==> src/wavhp_pkg.sv <==
`timescale 1ns / 1ps
// ----------------------------------------------------------------------------
// wavhp_pkg
// Shared types and constants for the wav header parser.
// ----------------------------------------------------------------------------
package wavhp_pkg;

    localparam logic [31:0] TAG_RIFF = 32'h4646_4952;
    localparam logic [31:0] TAG_WAVE = 32'h4556_4157;
    localparam logic [31:0] TAG_FMT  = 32'h2074_6D66;
    localparam logic [31:0] TAG_DATA = 32'h6174_6164;
    localparam logic [31:0] FMT_MIN  = 32'd16;
    localparam logic [10:0] SCANS_RESET = 11'd256;
    localparam logic [10:0] SCAN_SAT    = 11'd2047;
    localparam int          QUEUE_DEPTH = 4;

    localparam logic [1:0] KIND_HEADER = 2'd0;
    localparam logic [1:0] KIND_PCM    = 2'd1;
    localparam logic [1:0] KIND_ERROR  = 2'd2;

    localparam logic [3:0] ERR_TRUNCATED = 4'd0;
    localparam logic [3:0] ERR_NOT_RIFF  = 4'd1;
    localparam logic [3:0] ERR_FMT_SMALL = 4'd2;
    localparam logic [3:0] ERR_MISSING   = 4'd3;
    localparam logic [3:0] ERR_NOT_PCM   = 4'd4;
    localparam logic [3:0] ERR_CHANNELS  = 4'd5;
    localparam logic [3:0] ERR_BITS      = 4'd6;
    localparam logic [3:0] ERR_ALIGN     = 4'd7;

    typedef enum logic [2:0] {
        PH_RIFF = 3'd0,
        PH_HDR  = 3'd1,
        PH_FMT  = 3'd2,
        PH_SKIP = 3'd3,
        PH_DATA = 3'd4,
        PH_IDLE = 3'd5
    } phase_t;

    typedef struct packed {
        logic [7:0] data_byte;
        logic       first_byte;
        logic       last_byte;
    } item_t;

    typedef struct packed {
        logic [1:0]  result_kind;
        logic [7:0]  pcm_byte;
        logic        last_data;
        logic [31:0] rate_hz;
        logic [5:0]  sample_bits;
        logic [1:0]  channel_count;
        logic [31:0] data_size;
        logic [3:0]  error_code;
    } result_t;

endpackage

==> src/wavhp_parser.sv <==
`timescale 1ns / 1ps
// ----------------------------------------------------------------------------
// wavhp_parser
// Front end: takes one stream byte per beat, walks the riff chunks and
// produces at most one result per byte.
// ----------------------------------------------------------------------------
module wavhp_parser
(
    input  logic               clk,
    input  logic               rst_n,
    input  logic               accept,
    input  wavhp_pkg::item_t   item,
    input  logic               cfg_we,
    input  logic [10:0]        cfg_data,
    output logic               res_valid,
    output wavhp_pkg::result_t res
);

    wavhp_pkg::phase_t phase_reg, phase_next, cur_phase;
    logic [4:0]  fc_reg, fc_next, cur_fc;
    logic [31:0] tag_reg, tag_next, cur_tag;
    logic [31:0] cl_reg, cl_next, cur_cl;
    logic [32:0] skip_reg, skip_next, cur_skip;
    logic [10:0] scan_reg, scan_next, cur_scan;
    logic [15:0] ftag_reg, ftag_next, cur_ftag;
    logic [15:0] chan_reg, chan_next, cur_chan;
    logic [31:0] rate_reg, rate_next, cur_rate;
    logic [15:0] align_reg, align_next, cur_align;
    logic [15:0] bits_reg, bits_next, cur_bits;
    logic        have_reg, have_next, cur_have;
    logic [31:0] left_reg, left_next, cur_left;
    logic [10:0] max_scans_reg;

    logic        end_req, fail_req;
    logic [3:0]  fail_code;
    logic [31:0] extra;
    logic [15:0] expect_align;

    always_ff @(posedge clk or negedge rst_n)
    begin
        if (!rst_n)
        begin
            max_scans_reg <= wavhp_pkg::SCANS_RESET;
        end
        else if (cfg_we)
        begin
            max_scans_reg <= cfg_data;
        end
    end

    always_ff @(posedge clk or negedge rst_n)
    begin
        if (!rst_n)
        begin
            phase_reg <= wavhp_pkg::PH_RIFF;
            fc_reg    <= '0;
            tag_reg   <= '0;
            cl_reg    <= '0;
            skip_reg  <= '0;
            scan_reg  <= '0;
            ftag_reg  <= '0;
            chan_reg  <= '0;
            rate_reg  <= '0;
            align_reg <= '0;
            bits_reg  <= '0;
            have_reg  <= 1'b0;
            left_reg  <= '0;
        end
        else if (accept)
        begin
            phase_reg <= phase_next;
            fc_reg    <= fc_next;
            tag_reg   <= tag_next;
            cl_reg    <= cl_next;
            skip_reg  <= skip_next;
            scan_reg  <= scan_next;
            ftag_reg  <= ftag_next;
            chan_reg  <= chan_next;
            rate_reg  <= rate_next;
            align_reg <= align_next;
            bits_reg  <= bits_next;
            have_reg  <= have_next;
            left_reg  <= left_next;
        end
    end

    // a first byte restarts the parse from a cleared state
    always_comb
    begin
        if (item.first_byte)
        begin
            cur_phase = wavhp_pkg::PH_RIFF;
            cur_fc    = '0;
            cur_tag   = '0;
            cur_cl    = '0;
            cur_skip  = '0;
            cur_scan  = '0;
            cur_ftag  = '0;
            cur_chan  = '0;
            cur_rate  = '0;
            cur_align = '0;
            cur_bits  = '0;
            cur_have  = 1'b0;
            cur_left  = '0;
        end
        else
        begin
            cur_phase = phase_reg;
            cur_fc    = fc_reg;
            cur_tag   = tag_reg;
            cur_cl    = cl_reg;
            cur_skip  = skip_reg;
            cur_scan  = scan_reg;
            cur_ftag  = ftag_reg;
            cur_chan  = chan_reg;
            cur_rate  = rate_reg;
            cur_align = align_reg;
            cur_bits  = bits_reg;
            cur_have  = have_reg;
            cur_left  = left_reg;
        end
    end

    always_comb
    begin
        phase_next = cur_phase;
        fc_next    = cur_fc;
        tag_next   = cur_tag;
        cl_next    = cur_cl;
        skip_next  = cur_skip;
        scan_next  = cur_scan;
        ftag_next  = cur_ftag;
        chan_next  = cur_chan;
        rate_next  = cur_rate;
        align_next = cur_align;
        bits_next  = cur_bits;
        have_next  = cur_have;
        left_next  = cur_left;
        end_req    = 1'b0;
        fail_req   = 1'b0;
        fail_code  = wavhp_pkg::ERR_TRUNCATED;
        extra      = cur_cl - wavhp_pkg::FMT_MIN;
        expect_align = '0;
        res_valid  = 1'b0;
        res        = '0;

        case (cur_phase)
            wavhp_pkg::PH_RIFF:
            begin
                tag_next = {item.data_byte, cur_tag[31:8]};
                if (cur_fc == 5'd3)
                begin
                    cl_next = tag_next;
                end
                if (cur_fc >= 5'd11)
                begin
                    if (cl_next != wavhp_pkg::TAG_RIFF || tag_next != wavhp_pkg::TAG_WAVE)
                    begin
                        fail_req  = 1'b1;
                        fail_code = wavhp_pkg::ERR_NOT_RIFF;
                    end
                    else
                    begin
                        end_req = 1'b1;
                    end
                end
                else
                begin
                    fc_next = cur_fc + 5'd1;
                end
            end
            wavhp_pkg::PH_HDR:
            begin
                if (cur_fc < 5'd4)
                begin
                    tag_next = {item.data_byte, cur_tag[31:8]};
                end
                else
                begin
                    cl_next = {item.data_byte, cur_cl[31:8]};
                end
                if (cur_fc >= 5'd7)
                begin
                    if (cur_scan < wavhp_pkg::SCAN_SAT)
                    begin
                        scan_next = cur_scan + 11'd1;
                    end
                    expect_align = {12'd0, cur_chan[1:0] * {1'b0, cur_bits[5:3]}};
                    if (tag_next == wavhp_pkg::TAG_FMT)
                    begin
                        if (cl_next < wavhp_pkg::FMT_MIN)
                        begin
                            fail_req  = 1'b1;
                            fail_code = wavhp_pkg::ERR_FMT_SMALL;
                        end
                        else
                        begin
                            phase_next = wavhp_pkg::PH_FMT;
                            fc_next    = '0;
                        end
                    end
                    else if (tag_next == wavhp_pkg::TAG_DATA)
                    begin
                        if (!cur_have)
                        begin
                            fail_req  = 1'b1;
                            fail_code = wavhp_pkg::ERR_MISSING;
                        end
                        else if (cur_ftag != 16'd1)
                        begin
                            fail_req  = 1'b1;
                            fail_code = wavhp_pkg::ERR_NOT_PCM;
                        end
                        else if (cur_chan == 16'd0 || cur_chan > 16'd2)
                        begin
                            fail_req  = 1'b1;
                            fail_code = wavhp_pkg::ERR_CHANNELS;
                        end
                        else if (cur_bits != 16'd8 && cur_bits != 16'd16 &&
                                 cur_bits != 16'd24 && cur_bits != 16'd32)
                        begin
                            fail_req  = 1'b1;
                            fail_code = wavhp_pkg::ERR_BITS;
                        end
                        else if (cur_align == 16'd0 || cur_align != expect_align)
                        begin
                            fail_req  = 1'b1;
                            fail_code = wavhp_pkg::ERR_ALIGN;
                        end
                        else
                        begin
                            res_valid         = 1'b1;
                            res.result_kind   = wavhp_pkg::KIND_HEADER;
                            res.rate_hz       = cur_rate;
                            res.sample_bits   = cur_bits[5:0];
                            res.channel_count = cur_chan[1:0];
                            res.data_size     = cl_next;
                            left_next         = cl_next;
                            phase_next = (cl_next != 32'd0) ? wavhp_pkg::PH_DATA
                                                             : wavhp_pkg::PH_IDLE;
                        end
                    end
                    else
                    begin
                        skip_next = {1'b0, cl_next} + {32'd0, cl_next[0]};
                        if (skip_next != 33'd0)
                        begin
                            phase_next = wavhp_pkg::PH_SKIP;
                        end
                        else
                        begin
                            end_req = 1'b1;
                        end
                    end
                end
                else
                begin
                    fc_next = cur_fc + 5'd1;
                end
            end
            wavhp_pkg::PH_FMT:
            begin
                tag_next = {item.data_byte, cur_tag[31:8]};
                case (cur_fc)
                    5'd1:    ftag_next  = tag_next[31:16];
                    5'd3:    chan_next  = tag_next[31:16];
                    5'd7:    rate_next  = tag_next;
                    5'd13:   align_next = tag_next[31:16];
                    5'd15:   bits_next  = tag_next[31:16];
                    default: ;
                endcase
                if (cur_fc >= 5'd15)
                begin
                    have_next = 1'b1;
                    skip_next = {1'b0, extra} + {32'd0, extra[0]};
                    if (skip_next != 33'd0)
                    begin
                        phase_next = wavhp_pkg::PH_SKIP;
                    end
                    else
                    begin
                        end_req = 1'b1;
                    end
                end
                else
                begin
                    fc_next = cur_fc + 5'd1;
                end
            end
            wavhp_pkg::PH_SKIP:
            begin
                skip_next = cur_skip - 33'd1;
                if (skip_next == 33'd0)
                begin
                    end_req = 1'b1;
                end
            end
            wavhp_pkg::PH_DATA:
            begin
                res_valid       = 1'b1;
                res.result_kind = wavhp_pkg::KIND_PCM;
                res.pcm_byte    = item.data_byte;
                res.last_data   = (cur_left <= 32'd1) || item.last_byte;
                left_next       = cur_left - 32'd1;
                if (left_next == 32'd0)
                begin
                    phase_next = wavhp_pkg::PH_IDLE;
                end
            end
            default: ;
        endcase

        // chunk finished: next header or scan limit reached
        if (end_req)
        begin
            if (scan_next >= max_scans_reg)
            begin
                fail_req  = 1'b1;
                fail_code = wavhp_pkg::ERR_MISSING;
            end
            else
            begin
                phase_next = wavhp_pkg::PH_HDR;
                fc_next    = '0;
            end
        end

        if (item.last_byte && !res_valid && !fail_req &&
            phase_next != wavhp_pkg::PH_IDLE && phase_next != wavhp_pkg::PH_DATA)
        begin
            fail_req  = 1'b1;
            fail_code = wavhp_pkg::ERR_TRUNCATED;
        end

        if (fail_req)
        begin
            res_valid      = 1'b1;
            res            = '0;
            res.result_kind = wavhp_pkg::KIND_ERROR;
            res.error_code = fail_code;
            phase_next     = wavhp_pkg::PH_IDLE;
        end

        if (item.last_byte)
        begin
            phase_next = wavhp_pkg::PH_IDLE;
        end
    end

endmodule

==> src/wavhp_queue.sv <==
`timescale 1ns / 1ps
// ----------------------------------------------------------------------------
// wavhp_queue
// Back end: short result queue that hands results out in order.
// ----------------------------------------------------------------------------
module wavhp_queue
#(
    parameter int DEPTH = wavhp_pkg::QUEUE_DEPTH
)
(
    input  logic               clk,
    input  logic               rst_n,
    input  logic               wr_en,
    input  wavhp_pkg::result_t wr_data,
    input  logic               rd_en,
    output wavhp_pkg::result_t rd_data,
    output logic               full,
    output logic               empty
);

    localparam int PW = (DEPTH > 1) ? $clog2(DEPTH) : 1;
    localparam int CW = $clog2(DEPTH + 1);
    localparam logic [PW-1:0] LAST_PTR = PW'(DEPTH - 1);
    localparam logic [CW-1:0] FULL_CNT = CW'(DEPTH);

    wavhp_pkg::result_t mem [DEPTH];
    logic [PW-1:0] wptr_reg, rptr_reg;
    logic [CW-1:0] count_reg;

    assign full    = (count_reg == FULL_CNT);
    assign empty   = (count_reg == '0);
    assign rd_data = mem[rptr_reg];

    always_ff @(posedge clk)
    begin
        if (wr_en)
        begin
            mem[wptr_reg] <= wr_data;
        end
    end

    always_ff @(posedge clk or negedge rst_n)
    begin
        if (!rst_n)
        begin
            wptr_reg  <= '0;
            rptr_reg  <= '0;
            count_reg <= '0;
        end
        else
        begin
            if (wr_en)
            begin
                wptr_reg <= (wptr_reg == LAST_PTR) ? '0 : wptr_reg + PW'(1);
            end
            if (rd_en)
            begin
                rptr_reg <= (rptr_reg == LAST_PTR) ? '0 : rptr_reg + PW'(1);
            end
            if (wr_en && !rd_en)
            begin
                count_reg <= count_reg + CW'(1);
            end
            else if (rd_en && !wr_en)
            begin
                count_reg <= count_reg - CW'(1);
            end
        end
    end

endmodule

==> src/wav_header_parser.sv <==
`timescale 1ns / 1ps
// ----------------------------------------------------------------------------
// wav_header_parser
// RIFF/WAVE header parser with pcm byte pass-through.
// ----------------------------------------------------------------------------
// Takes one file byte per cycle while full is low: the chunk
// parser settles each byte in a single step and drops any result into a
// result queue of DEPTH entries, so input and output stall on their own.
// full rises only when the queue holds DEPTH results nobody has popped.
// Each byte yields zero or one result: a header beat, a pcm data beat or an
// error beat. After an error, the end of data or a last byte, bytes are
// taken silently until a byte flagged first_byte restarts the parse.
module wav_header_parser
#(
    parameter int DEPTH = wavhp_pkg::QUEUE_DEPTH
)
(
    input  logic               clk,
    input  logic               rst_n,
    input  logic               push,
    output logic               full,
    input  wavhp_pkg::item_t   item,
    input  logic               pop,
    output logic               empty,
    output wavhp_pkg::result_t result,
    input  logic               cfg_valid,
    output logic               cfg_ready,
    input  logic [10:0]        cfg_data
);

    logic               accept;
    logic               res_valid;
    wavhp_pkg::result_t res;

    assign accept    = push && !full;
    assign cfg_ready = 1'b1;

    wavhp_parser u_parser
    (
        .clk       (clk),
        .rst_n     (rst_n),
        .accept    (accept),
        .item      (item),
        .cfg_we    (cfg_valid && cfg_ready),
        .cfg_data  (cfg_data),
        .res_valid (res_valid),
        .res       (res)
    );

    wavhp_queue #(.DEPTH(DEPTH)) u_queue
    (
        .clk     (clk),
        .rst_n   (rst_n),
        .wr_en   (accept && res_valid),
        .wr_data (res),
        .rd_en   (pop && !empty),
        .rd_data (result),
        .full    (full),
        .empty   (empty)
    );

    a_full_empty: assert property (@(posedge clk) disable iff (!rst_n)
        !(full && empty))
        else $error("queue full and empty together");

    a_kind_legal: assert property (@(posedge clk) disable iff (!rst_n)
        !empty |-> (result.result_kind != 2'd3))
        else $error("illegal result kind");

    a_pcm_clean: assert property (@(posedge clk) disable iff (!rst_n)
        (!empty && result.result_kind == wavhp_pkg::KIND_PCM) |->
        (result.error_code == 4'd0 && result.data_size == 32'd0))
        else $error("pcm beat carries header or error bits");

endmodule
==> config.mk <==
export PLATFORM = sky130hd
export DESIGN_NAME = wav_header_parser
export DESIGN_NICKNAME = d
export VERILOG_FILES = /design/src/wavhp_pkg.sv /design/src/wavhp_parser.sv /design/src/wavhp_queue.sv /design/src/wav_header_parser.sv
export SDC_FILE = /design/constraint.sdc
export NUM_CORES = 2
export LEC_CHECK = 0
export ABC_AREA = 1
export BUFFER_PORTS_ARGS = -buffer_cell sky130_fd_sc_hd__buf_4
export CAP_MARGIN = 20
export CORE_UTILIZATION = 45
export CTS_CLUSTER_SIZE = 25
export DETAILED_ROUTE_END_ITERATION = 7
export GPL_ROUTABILITY_DRIVEN = 0
export PLACE_DENSITY = 0.65
export SYNTH_ARGS = -nofsm -noshare
export SYNTH_HDL_FRONTEND = slang
export SYNTH_HIERARCHICAL = 1
export SYNTH_SLANG_ARGS = --single-unit
==> constraint.sdc <==
create_clock -name clk -period 5.9 [get_ports clk]
set_input_delay 0.885 -clock clk [delete_from_list [all_inputs] [get_ports clk]]
set_output_delay 0.885 -clock clk [all_outputs]
set_load 0.01 [all_outputs]
==> flow_results.org <==
** STA
- Timing would allow up to 0.1831 GHz.
- Time the final worst path needs with I/O delays and setup :: 5461 ps
- Setup violations remaining at the end of the flow were counted as 0.
- The final critical path takes up 92.56% of the cycle.
- Final hold viol count :: 0
- Measured slew at the worst slew-check pin :: 1108 ps
- Relative slew slack :: 26.13%
- Setup slack after layout :: 438.9 ps
- RSZ-0062 raised after global routing :: no
- Worst clock skew on the final layout :: 32.25 ps
- Slew Viols, Final :: 0

** Drt
- Number of DRC violations after detailed routing :: 0
- In this run the remaining antenna-violating nets after routing total 0.
- Detail-routed net length per standard cell :: 20.45 microns
- Vias after detailed routing :: 35,680
- Dividing the detail-routed via count by the number of cells gives 5.808.
- Summed over all layers, the routed wires come to 125,600 microns.
- Pre-Repair DR Iteration Count :: 7
- The detailed router finished its first iteration with 4,724 violations.

** Synth
- Flops & latches, synth :: 611
- Synthesized area divided by synthesized cell count :: 7.687 sq um
- Yosys printed 6 warnings.
- For this run, the leading register cell type out of synthesis is sky130_fd_sc_hd__edfxtp_1.
- The cell count after synthesis came out at 4,916.
- Area of the mapped netlist :: 37,790 sq um
- Number of enable-type register cells in the synthesized netlist :: 348
- Synthesis instantiated 72 different standard cells from the library.
- The share of the Yosys chip area taken by registers is 45.07%.
- In the synthesized netlist the async set-or-reset flop fraction comes to 43.04%.

** Cells and area
- Layout fillers :: 7,761
- Cells fill 51.66% of the core in the end.
- The final layout contains 5,079 nets.
- Total area of sequential cells :: 17,040 sq um
- Fraction of layout instances using a drive strength above 1 :: 11.44%
- The library cell used most frequently in the layout, excluding fill and tap cells, is sky130_fd_sc_hd__nand2_1.
- Area growth, synth to finish :: 12.97%
- The register with the most flip-flops in the layout has 348 of them.
- Final design area excluding fillers :: 42,690 sq um
- The multi-input combinational cells in the finished layout cover a total of 17,340 sq um.
- Filler-free cell count of the finished design :: 6,143
- Top library cells by usage in the layout, fill and taps aside :: 1,376 x sky130_fd_sc_hd__nand2_1, 565 x sky130_fd_sc_hd__inv_1, 523 x sky130_fd_sc_hd__nor2_1

** Status
- Run status :: finished clean

** CTS
- Worst-case clock buffer depth :: 3
- The clock reaches the later pin of the worst-skew pair after 640 ps.
- Buffers inserted to repair hold after CTS numbered 0.
- After clock tree synthesis, the clock-pin slew on the worst setup and hold paths is 60 ps.
- TritonCTS built the clock tree.
- The clock net in this run drives a total of 611 sinks.
- The cell sitting at the root of the clock tree is a sky130_fd_sc_hd__clkbuf_16.
- TritonCTS buffer count :: 69
- Post-CTS Resized :: 0
- The H-tree was split into 3 levels.
- The number of setup buffers added after CTS is 0.

** Floorplanning
- Total die area :: 85,140 sq um
- Num ports :: 116
- The region available for standard cell placement spans 82,640 sq um.
- Initial core utilization :: 45.73%
- # rows :: 105
- The die is 291.8 microns wide.
- From bottom edge to top edge, the die measures 291.8 microns.

** GRT
- Pin count of the biggest net entering global routing :: 181
- Sum of overflow across all layers after global routing :: 0
- Number of global-route vias before repair :: 32,780
- The number of antenna violations at the first check in global routing was 1.
- First-pass GRT wire length :: 194,600 microns
- GRT Util Overall :: 29.24%

** Worst setup path
- Slowest cell on the critical path :: sky130_fd_sc_hd__o21ai_1
- Most used cell along the critical path :: sky130_fd_sc_hd__nand2_1
- Crit Path Max Fanout :: 67
- Setup slack on the worst reg-to-reg path comes out at 590 ps.
- CP Capture Type :: register
- Path type of the worst setup path :: input pin to register
- Logic depth of the worst register-to-register path :: 30
- Worst r2r src :: u_parser/fc_reg[3]$_DFFE_PN0P_
- Endpoint of the worst register-to-register path :: u_queue/mem[0][22]$_DFFE_PP_
- The worst setup path is launched from an input pin.
- Data arrival time of the critical path :: 5730 ps
- At the worst endpoint, the required time is 6170 ps.
- The largest single stage delay on the critical path is 430 ps.

** Hold path
- The path class of the tightest hold or removal check is input pin to asynchronous set/reset pin.

** Power and ir drop
- The worst-case IR drop observed on VDD is 0.0003320 V.
- Power density over the cells :: 481.3 nW/um^2
- P_leak :: 19.05 nW
- Total design power :: 0.02055 W

** Placement
- Setup Slack @ Placement :: 11.04 ps
- Detailed placer's ending HPWL :: 88,870 microns
- Placed Cells :: 6,018
- Summing all placed instances gives a cell area of 40,290 sq um.
- In this run the tool buffered the top-level ports with 114 buffer cells.

** Flow run
- The tool flagged a number of max-cap violations equal to 0.
[how the worst max path moves through the flow]
stage             from                                to  slack (ps)  cells past startpoint
2_1_floorplan  item[1]       u_queue/mem[0][0]$_DFFE_PP_        -460                     34
3_3_place_gp   item[1]  u_queue/count_reg[1]$_DFFE_PN0P_          60                     32
3_5_place_dp   item[1]  u_queue/count_reg[1]$_DFFE_PN0P_          10                     32
4_1_cts        item[1]      u_queue/mem[3][70]$_DFFE_PP_         660                     31
5_1_grt        item[1]  u_queue/count_reg[2]$_DFFE_PN0P_         200                     35
6_report       item[1]      u_queue/mem[0][22]$_DFFE_PP_         440                     31
[final cells by class]
class                           instances  area share, %
Sequential cell                       611          39.91
Clock inverter                         30          1.017
Inverter                              602          5.402
Antenna cell                            1       0.005862
Timing Repair Buffer                  280          5.463
Multi-Input combinational cell       3457          40.61
Clock buffer                           92          4.458
Tap cell                             1070          3.136
[metal layers]
metal / routed length [microns] / track usage, % / share of wire, % / vias to the layer above
met1: 52640 / 41.77 / 42 / 16690
met2: 53590 / 43.23 / 43 / 1984
li1: - / - / - / 16640
met3: 13970 / 5.945 / 11 / 363
met4: 5432 / 11.80 / 4.3 / 0
met5: 0 / 0 / 0 / -
[cell families after synthesis]
| group | Yosys count | synth area share [%] |
|---|---|---|
| buffers and inverters | 851 | 9.317 |
| flip-flops | 611 | 45.07 |
| AO/OA/AOI/OAI | 974 | 16.38 |
| XOR/XNOR | 87 | 2.016 |
| AND/OR/NAND/NOR | 2358 | 26.06 |
| adder cells (fa/ha/maj) | 32 | 1.099 |
| multiplexers | 1 | 0.02980 |
| other | 2 | 0.01987 |
[through the flow]
step / setup TNS (ps) / hold slack [ps]
after floorplan: -159060 / 449.2
after global placement: 0 / 461.6
after detailed placement: 0 / 465.1
after CTS: 0 / 252.0
after global routing: 0 / 286.2
final: 0 / 223.7
[synth_stat cells (all sizes together) (11+ instances only)]
master / count / area [sq um]
o21ai: 365 / 1894
clkbuf: 117 / 439.2
or2: 13 / 81.33
o2111ai: 15 / 131.4
ha: 30 / 375.4
a221oi: 23 / 201.4
dfrtp: 262 / 6556
a22oi: 24 / 180.2
inv: 595 / 2236
xnor2: 15 / 131.4
o22ai: 67 / 419.2
xor2: 72 / 630.6
o211ai: 235 / 1809
nand2: 1417 / 5429
nand4: 75 / 469.2
nor3: 55 / 315.3
nor2: 579 / 2357
a31oi: 11 / 68.82
buf: 132 / 818.3
a41oi: 17 / 216.5
a21oi: 165 / 829.6
o221ai: 16 / 140.1
nand3: 180 / 920.9
nor4: 27 / 190.2
edfxtp: 348 / 10450
[critical path, delay by kind of cell]
| family | cells | cell delay (ps) |
|---|---|---|
| AOI/OAI and AO/OA | 1 | 430 |
| buffers and inverters | 10 | 1860 |
| and+or+nand+nor | 20 | 2420 |
[power by group]
part           switching [W]  total, W  internal, W
clock                0.00186   0.00439      0.00253
combinational        0.00728    0.0105      0.00324
sequential          0.000369   0.00563      0.00526
Note: power is estimated with default switching activity, not from simulation.
